## config.mk

```make
export PLATFORM = sky130hd
export DESIGN_NAME = speech_offset_compensation_filter_core
export DESIGN_NICKNAME = d
export VERILOG_FILES = /design/src/rtl/soc_pkg.sv /design/src/rtl/soc_window_ctl.sv /design/src/rtl/soc_filter_dp.sv /design/src/rtl/speech_offset_compensation_filter_core.sv
export SDC_FILE = /design/constraint.sdc
export NUM_CORES = 2
export LEC_CHECK = 0
export ABC_AREA = 0
export CAP_MARGIN = 20
export CELL_PAD_IN_SITES_DETAIL_PLACEMENT = 1
export CELL_PAD_IN_SITES_GLOBAL_PLACEMENT = 1
export CORE_MARGIN = 1
export CORE_UTILIZATION = 52
export DETAILED_ROUTE_END_ITERATION = 10
export DONT_BUFFER_PORTS = 1
export PLACE_DENSITY = 0.89
export RECOVER_POWER = 50
export SYNTH_ARGS = -nofsm -noshare
export SYNTH_HDL_FRONTEND = slang
export SYNTH_HIERARCHICAL = 1
export SYNTH_SLANG_ARGS = --single-unit
export TNS_END_PERCENT = 30
```

## constraint.sdc

```tcl
create_clock -name i_clk -period 15.25 [get_ports i_clk]
set_clock_uncertainty 0.2 [all_clocks]
set_input_delay 3.8125 -clock i_clk [delete_from_list [all_inputs] [get_ports i_clk]]
set_output_delay 3.8125 -clock i_clk [all_outputs]
set_load 0.01 [all_outputs]
```

## src/rtl/soc_pkg.sv

```systemverilog
// shared types and constants for the speech offset compensation filter
package soc_pkg;

    // sample and coefficient widths
    localparam int SAMPLE_W = 16;
    localparam int COEF_W   = 15;
    localparam int FRAC_W   = 15;
    // filter state in signed Q.15
    localparam int STATE_W  = 32;
    // window position counter covers windows up to 512 samples
    localparam int POS_W    = 9;

    // default window geometry
    localparam int FRAME_LENGTH_DEF  = 240;
    localparam int WINDOW_LENGTH_DEF = 280;

    // reset value of the pole coefficient, about 0.999 in Q0.15
    localparam logic [COEF_W-1:0] POLE_COEF_RESET = 15'd32735;

    // window markers for the current sample
    typedef struct packed {
        logic frame_end;
        logic window_end;
    } t_win_flags;

endpackage

```

## src/rtl/soc_window_ctl.sv

```systemverilog
// window position counter with frame end and window end markers
module soc_window_ctl
    import soc_pkg::*;
#(
    parameter int FRAME_LENGTH  = FRAME_LENGTH_DEF,
    parameter int WINDOW_LENGTH = WINDOW_LENGTH_DEF
) (
    input  logic       i_clk,
    input  logic       i_rst_n,
    input  logic       i_step,
    output t_win_flags o_flags
);

    localparam logic [POS_W-1:0] FRAME_LAST  = POS_W'(FRAME_LENGTH - 1);
    localparam logic [POS_W-1:0] WINDOW_LAST = POS_W'(WINDOW_LENGTH - 1);

    logic [POS_W-1:0] r_pos;
    logic [POS_W-1:0] n_pos;

    // markers for the sample being filtered now
    assign o_flags.frame_end  = (r_pos == FRAME_LAST);
    assign o_flags.window_end = (r_pos >= WINDOW_LAST);

    // wrap to the window start after the last window sample
    always_comb begin
        n_pos = r_pos;
        if (i_step) begin
            if (o_flags.window_end) begin
                n_pos = '0;
            end else begin
                n_pos = r_pos + 1'b1;
            end
        end
    end

    always_ff @(posedge i_clk) begin
        if (!i_rst_n) begin
            r_pos <= '0;
        end else begin
            r_pos <= n_pos;
        end
    end

    // position never runs past the last window sample
    a_pos_in_window: assert property (@(posedge i_clk) disable iff (!i_rst_n)
        r_pos <= WINDOW_LAST)
        else $error("window position beyond window end");

    // a window end transfer restarts the window
    a_pos_wraps: assert property (@(posedge i_clk) disable iff (!i_rst_n)
        (i_step && o_flags.window_end) |=> (r_pos == '0))
        else $error("window position did not wrap");

endmodule

```

## src/rtl/soc_filter_dp.sv

```systemverilog
// high-pass recurrence, saturation, integer output and window state restore
module soc_filter_dp
    import soc_pkg::*;
(
    input  logic                       i_clk,
    input  logic                       i_rst_n,
    input  logic                       i_step,
    input  logic signed [SAMPLE_W-1:0] i_sample,
    input  logic        [COEF_W-1:0]   i_pole_coefficient,
    input  t_win_flags                 i_flags,
    output logic signed [SAMPLE_W-1:0] o_filtered_sample
);

    localparam int SUM_W  = STATE_W + 3;
    localparam int PROD_W = STATE_W + COEF_W + 1;
    localparam logic signed [SUM_W-1:0] Y_MAX = SUM_W'(32767) <<< FRAC_W;
    localparam logic signed [SUM_W-1:0] Y_MIN = -(SUM_W'(32768) <<< FRAC_W);

    logic signed [SAMPLE_W-1:0] r_prev_input;
    logic signed [STATE_W-1:0]  r_prev_output;
    logic signed [SAMPLE_W-1:0] r_saved_input;
    logic signed [SAMPLE_W-1:0] r_saved_output;
    logic signed [SAMPLE_W-1:0] n_prev_input;
    logic signed [STATE_W-1:0]  n_prev_output;
    logic signed [SAMPLE_W-1:0] n_saved_input;
    logic signed [SAMPLE_W-1:0] n_saved_output;

    logic signed [PROD_W-1:0]   prod;
    logic signed [SUM_W-1:0]    x_half;
    logic signed [SUM_W-1:0]    px_half;
    logic signed [SUM_W-1:0]    feedback;
    logic signed [SUM_W-1:0]    y_sum;
    logic signed [STATE_W-1:0]  y_sat;
    logic                       neg_frac;

    // alpha * y_prev, floored back to Q.15 by the arithmetic drop of low bits
    assign prod     = $signed({1'b0, i_pole_coefficient}) * r_prev_output;
    assign feedback = {{(SUM_W - (PROD_W - FRAC_W)){prod[PROD_W-1]}}, prod[PROD_W-1:FRAC_W]};

    // x/2 and x_prev/2 exactly in Q.15
    assign x_half  = {{(SUM_W - SAMPLE_W - FRAC_W + 1){i_sample[SAMPLE_W-1]}},
                      i_sample, {(FRAC_W - 1){1'b0}}};
    assign px_half = {{(SUM_W - SAMPLE_W - FRAC_W + 1){r_prev_input[SAMPLE_W-1]}},
                      r_prev_input, {(FRAC_W - 1){1'b0}}};

    assign y_sum = x_half - px_half + feedback;

    // clamp to the 16-bit integer range
    always_comb begin
        priority if (y_sum > Y_MAX) begin
            y_sat = STATE_W'(Y_MAX);
        end else if (y_sum < Y_MIN) begin
            y_sat = STATE_W'(Y_MIN);
        end else begin
            y_sat = y_sum[STATE_W-1:0];
        end
    end

    // truncate toward zero: floor, plus one for a negative value with a fraction
    assign neg_frac          = y_sat[STATE_W-1] && (y_sat[FRAC_W-1:0] != '0);
    assign o_filtered_sample = y_sat[FRAC_W+SAMPLE_W-1:FRAC_W] + SAMPLE_W'(neg_frac);

    // state update, frame end copy first, then window end restore
    always_comb begin
        n_prev_input   = r_prev_input;
        n_prev_output  = r_prev_output;
        n_saved_input  = r_saved_input;
        n_saved_output = r_saved_output;
        if (i_step) begin
            n_prev_input  = i_sample;
            n_prev_output = y_sat;
            if (i_flags.frame_end) begin
                n_saved_input  = i_sample;
                n_saved_output = o_filtered_sample;
            end
            if (i_flags.window_end) begin
                n_prev_input  = n_saved_input;
                n_prev_output = {{(STATE_W - SAMPLE_W - FRAC_W){n_saved_output[SAMPLE_W-1]}},
                                 n_saved_output, {FRAC_W{1'b0}}};
            end
        end
    end

    always_ff @(posedge i_clk) begin
        if (!i_rst_n) begin
            r_prev_input   <= '0;
            r_prev_output  <= '0;
            r_saved_input  <= '0;
            r_saved_output <= '0;
        end else begin
            r_prev_input   <= n_prev_input;
            r_prev_output  <= n_prev_output;
            r_saved_input  <= n_saved_input;
            r_saved_output <= n_saved_output;
        end
    end

    // after a window end the recurrence restarts from the saved frame end values
    a_restore: assert property (@(posedge i_clk) disable iff (!i_rst_n)
        (i_step && i_flags.window_end) |=>
            (r_prev_input == r_saved_input) &&
            (r_prev_output[STATE_W-1:FRAC_W] ==
                {{(STATE_W - SAMPLE_W - FRAC_W){r_saved_output[SAMPLE_W-1]}}, r_saved_output}))
        else $error("filter state not restored at window end");

endmodule

```

## src/rtl/speech_offset_compensation_filter_core.sv

```systemverilog
// top level of the speech offset compensation filter
//
// First-order DC removal high-pass filter over 16-bit speech samples.
// Input channel: i_valid / o_ready with i_sample. Output channel:
// o_valid / i_ready with o_filtered_sample and o_window_end, which marks
// the last sample of each analysis window (frame plus look-ahead).
// The pole coefficient is written through i_cfg_wr_en / i_cfg_wr_data,
// and the user must do so only while the block is idle; the block itself
// does not enforce this. Reset loads 32735 (about 0.999 in Q0.15).
// A transferred sample waits in the input register, is filtered into the
// result register once that register is free or being read, and is then
// offered on the output while a new sample can already be taken in.
// Throughput: one sample per cycle while i_ready is high; the multiply,
// add and saturate of the recurrence are combinational between the registers.
// At reset both registers empty, the filter state and the window position
// clear to zero. When the receiver stalls, the result register holds and
// one more sample can still wait in the input register; o_ready drops
// only once both are full.
module speech_offset_compensation_filter_core
    import soc_pkg::*;
#(
    parameter int FRAME_LENGTH  = FRAME_LENGTH_DEF,
    parameter int WINDOW_LENGTH = WINDOW_LENGTH_DEF
) (
    input  logic                       i_clk,
    input  logic                       i_rst_n,
    input  logic                       i_valid,
    output logic                       o_ready,
    input  logic signed [SAMPLE_W-1:0] i_sample,
    output logic                       o_valid,
    input  logic                       i_ready,
    output logic signed [SAMPLE_W-1:0] o_filtered_sample,
    output logic                       o_window_end,
    input  logic                       i_cfg_wr_en,
    input  logic        [COEF_W-1:0]   i_cfg_wr_data
);

    logic                       r_in_valid;
    logic signed [SAMPLE_W-1:0] r_in_sample;
    logic                       r_out_valid;
    logic signed [SAMPLE_W-1:0] r_out_sample;
    logic                       r_out_window_end;
    logic [COEF_W-1:0]          r_pole_coefficient;
    logic                       advance;
    logic                       step;
    logic                       in_xfer;
    logic signed [SAMPLE_W-1:0] y_int;
    t_win_flags                 flags;

    // handshake control
    assign advance = !r_out_valid || i_ready;
    assign step    = r_in_valid && advance;
    assign o_ready = !r_in_valid || advance;
    assign in_xfer = i_valid && o_ready;

    assign o_valid           = r_out_valid;
    assign o_filtered_sample = r_out_sample;
    assign o_window_end      = r_out_window_end;

    // pole coefficient register
    always_ff @(posedge i_clk) begin
        if (!i_rst_n) begin
            r_pole_coefficient <= POLE_COEF_RESET;
        end else if (i_cfg_wr_en) begin
            r_pole_coefficient <= i_cfg_wr_data;
        end
    end

    // input register
    always_ff @(posedge i_clk) begin
        if (!i_rst_n) begin
            r_in_valid <= 1'b0;
        end else if (in_xfer) begin
            r_in_valid <= 1'b1;
        end else if (step) begin
            r_in_valid <= 1'b0;
        end
    end

    always_ff @(posedge i_clk) begin
        if (in_xfer) begin
            r_in_sample <= i_sample;
        end
    end

    // window position and markers
    soc_window_ctl #(
        .FRAME_LENGTH  (FRAME_LENGTH),
        .WINDOW_LENGTH (WINDOW_LENGTH)
    ) u_window_ctl (
        .i_clk   (i_clk),
        .i_rst_n (i_rst_n),
        .i_step  (step),
        .o_flags (flags)
    );

    // filter arithmetic and state
    soc_filter_dp u_filter_dp (
        .i_clk              (i_clk),
        .i_rst_n            (i_rst_n),
        .i_step             (step),
        .i_sample           (r_in_sample),
        .i_pole_coefficient (r_pole_coefficient),
        .i_flags            (flags),
        .o_filtered_sample  (y_int)
    );

    // result register
    always_ff @(posedge i_clk) begin
        if (!i_rst_n) begin
            r_out_valid <= 1'b0;
        end else if (step) begin
            r_out_valid <= 1'b1;
        end else if (i_ready) begin
            r_out_valid <= 1'b0;
        end
    end

    always_ff @(posedge i_clk) begin
        if (step) begin
            r_out_sample     <= y_int;
            r_out_window_end <= flags.window_end;
        end
    end

    // a filtered sample always lands in the result register
    a_step_fills_out: assert property (@(posedge i_clk) disable iff (!i_rst_n)
        step |=> r_out_valid)
        else $error("filtered sample lost");

    // a held sample blocks new transfers only while the result is stalled
    a_ready_backpressure: assert property (@(posedge i_clk) disable iff (!i_rst_n)
        (r_in_valid && !advance) |-> !o_ready)
        else $error("input accepted while both registers are full");

    // a stalled result is not overwritten
    a_out_hold: assert property (@(posedge i_clk) disable iff (!i_rst_n)
        (r_out_valid && !i_ready) |=> r_out_valid && $stable(r_out_sample))
        else $error("stalled result changed");

endmodule

```

==> flow_summary.yaml <==
status:
  status: "complete, but fails checks"
  violations: "max-capacitance violations, max-slew violations"
floorplan:
  ios: 55
  die_w_um: 225
  core_area_mm2: 0.0490
  die-area_mm2: 0.0505
  rows: 81
  start_util_pct: 52.7
  die_y_um: 225
sta:
  worstMarginPinSlew_ps: 2310
  slew_headroom_pct: -54.2
  setup_violations: 0
  setup_tns_ps: 0
  timing.final.hold_violations: 0
  fmax_mhz: 68.2
  drv_slew: 95
  min_period_ps: 14660
  timing.final.crit_share_pct: 96.1
  rsz0062_at_grt: "false"
critical_path:
  critPathArrivalTime_ps: 14640
  endpoint_kind: "register"
  cp_top_family: "compound AO/OA/AOI/OAI gates"
  worstPathRequired_ps: 15230
  cp_common_cell: "fa_1"
  cp-start-kind: "register"
  crit_fanout: 17
  path_buf_inv: 6
  crit_slowest_cell: "dfxtp_1"
  worstSetupPathType: "reg2reg"
  crit_path_max_incr_delay_ps: 950
min_path:
  hold_class: "reg2reg"
clock_network:
  ctsHoldBuffers: 0
  cts_buffers: 17
  root_buffer: "clkbuf_16"
  cts_resized: 0
  clockBufferDepth: 2
  clock_sinks: 139
  cts_tree: "yes"
  cts.clk_slew.worst_paths_ps: 80
  cts_setup_buffers: 0
  htree_levels: 4
  clkLatencyLatePin_ps: 470
global_route:
  grt-ovfl-total: 0
  antenna_found_initial: 5
  grtUsageTotal_pct: 37.5
  grt_max_degree: 54
  grt_first_pass_wirelength_um: 143000
  first_global_vias: 25197
logic_synthesis:
  synth_seq_cells: 139
  seq_area_frac_synth_pct: 12.1
  synth_cell_types: 100
  synth_area_per_cell_um2: 8.66
  synth_edf_count: 33
  ys.flop_type: "dfxtp_1"
  async_flop_share_pct: 0
  syn_area_mm2: 0.0258
  yosysTopAreaCellShare_pct: 36.6
  synth_nets: 3637
  ys_warn_count: 6
  yosys-top-cells-area: "fa_1 (37%), dfxtp_1 (8.2%), inv_1 (8.2%)"
  netlist.top_cell.by_area: "fa_1"
  synth_cells: 2982
final_layout:
  final_area_mm2: 0.0270
  final_layout_size_suffix_gt1_share_pct: 3.82
  fillers: 5699
  final_nets: 3544
  synthToLayoutAreaGrowth_pct: 4.43
route:
  drt_iter0_drc: 1604
  first_pass_iters: 6
  drc: 0
  vias: 22131
  ant_nets: 0
  viasPerCell: 6.20
  wl_per_cell_um: 25.8
  wirelength_um: 91900
placement:
  dpl-instance-area_mm2: 0.0263
  gp_congestion: 0.970
  dp_hpwl_um: 70200
  io_buffers: 0
run:
  maxCapViolations: 3
through the flow:
| step | std cells | worst slack (ps) | utilization, % | hold WS, ps |
|---|---|---|---|---|
| floorplan | 2982 | 3690 | - | 237 |
| global placement | 3532 | 1610 | 53.8 | 243 |
| CTS | 3564 | 946 | 55.1 | 260 |
| finish | 3567 | 591 | 55.1 | 260 |
| global route | 3566 | 27.4 | 55.1 | 286 |
| detailed placement | 3532 | 1030 | 53.8 | 249 |
state kept, by name, indices dropped and copies added (netlist names), 9 cells and up:
signal                      flops
u_filter_dp/r_prev_input       16
u_window_ctl/r_pos              9
u_filter_dp/r_saved_output     16
u_filter_dp/r_saved_input      16
r_pole_coefficient             15
u_filter_dp/r_prev_output      32
o_filtered_sample              16
r_in_sample                    16
cell families after synthesis:
family	Yosys count	share of synthesized area [%]
buffers and inverters	717	10.6
adders and majority gates	619	43.7
muxes	30	1.16
xor gates and xnor gates	62	2.13
AOI/OAI and AO/OA	427	11.7
and+or+nand+nor	988	18.6
DFF	139	12.1
worst min-delay path: stages, from the launching register on:
cell	delay (ps)
dfxtp_1	310
nand2_1	50
a21oi_1	50
final timing paths:
kind	startpoint	endpoint	slack, ps	depth (start not counted)
worst min register to register	u_filter_dp/r_saved_input[7]	u_filter_dp/r_saved_input[7]	260	2
worst max register to register	u_filter_dp/r_prev_output[10]	o_filtered_sample[15]	590	42
worst min-delay path	u_filter_dp/r_saved_input[7]	u_filter_dp/r_saved_input[7]	260	2
worst max-delay path	u_filter_dp/r_prev_output[10]	o_filtered_sample[15]	590	42
cell type report:
cell class | count | area [um2] | area share (%)
clock inverters | 15 | 196 | 0.729
diodes | 1 | 2.50 | 0.00928
well taps | 664 | 831 | 3.08
multi-input cells | 2126 | 20000 | 74.1
clock buffers | 17 | 425 | 1.58
repair buffers | 38 | 293 | 1.09
flip-flops and latches | 139 | 3110 | 11.5
inverters | 567 | 2130 | 7.89
cell usage after synthesis (21+ instances only):
cell,number
a21o_1,21
a21oi_1,106
a311oi_1,21
and2_1,223
clkbuf_1,132
dfxtp_1,106
edfxtp_1,33
fa_1,472
ha_1,147
inv_1,563
mux2i_1,30
nand2_1,445
nand3_1,51
nand4_1,23
nor2_1,108
nor3_1,31
o21ai_0,71
xnor2_1,36
xor2_1,25
placed cells by master, fill, tap and decap left out, types with 17 or more instances in the layout:
cell / instances
a211oi_1: 18
a21o_1: 21
a21oi_1: 106
a311oi_1: 21
a31oi_1: 18
and2_1: 223
and3_1: 18
buf_4: 34
clkbuf_16: 17
dfxtp_1: 106
edfxtp_1: 33
fa_1: 472
ha_1: 147
inv_1: 563
mux2i_1: 30
nand2_1: 445
nand3_1: 51
nand4_1: 23
nor2_1: 107
nor3_1: 31
o21ai_0: 70
or3_1: 18
xnor2_1: 36
xor2_1: 25
layer usage:
layer,routed length (um),part of all wire [%],track usage [%]
met1,32200,35,41.8
met2,44700,49,62.7
met3,7600,8.3,9.12
met4,7340,8.0,27.0
met5,34,0.037,0
Power is not shown: default switching activity piles up to over one toggle a cycle in this logic, so the estimate is an artifact.
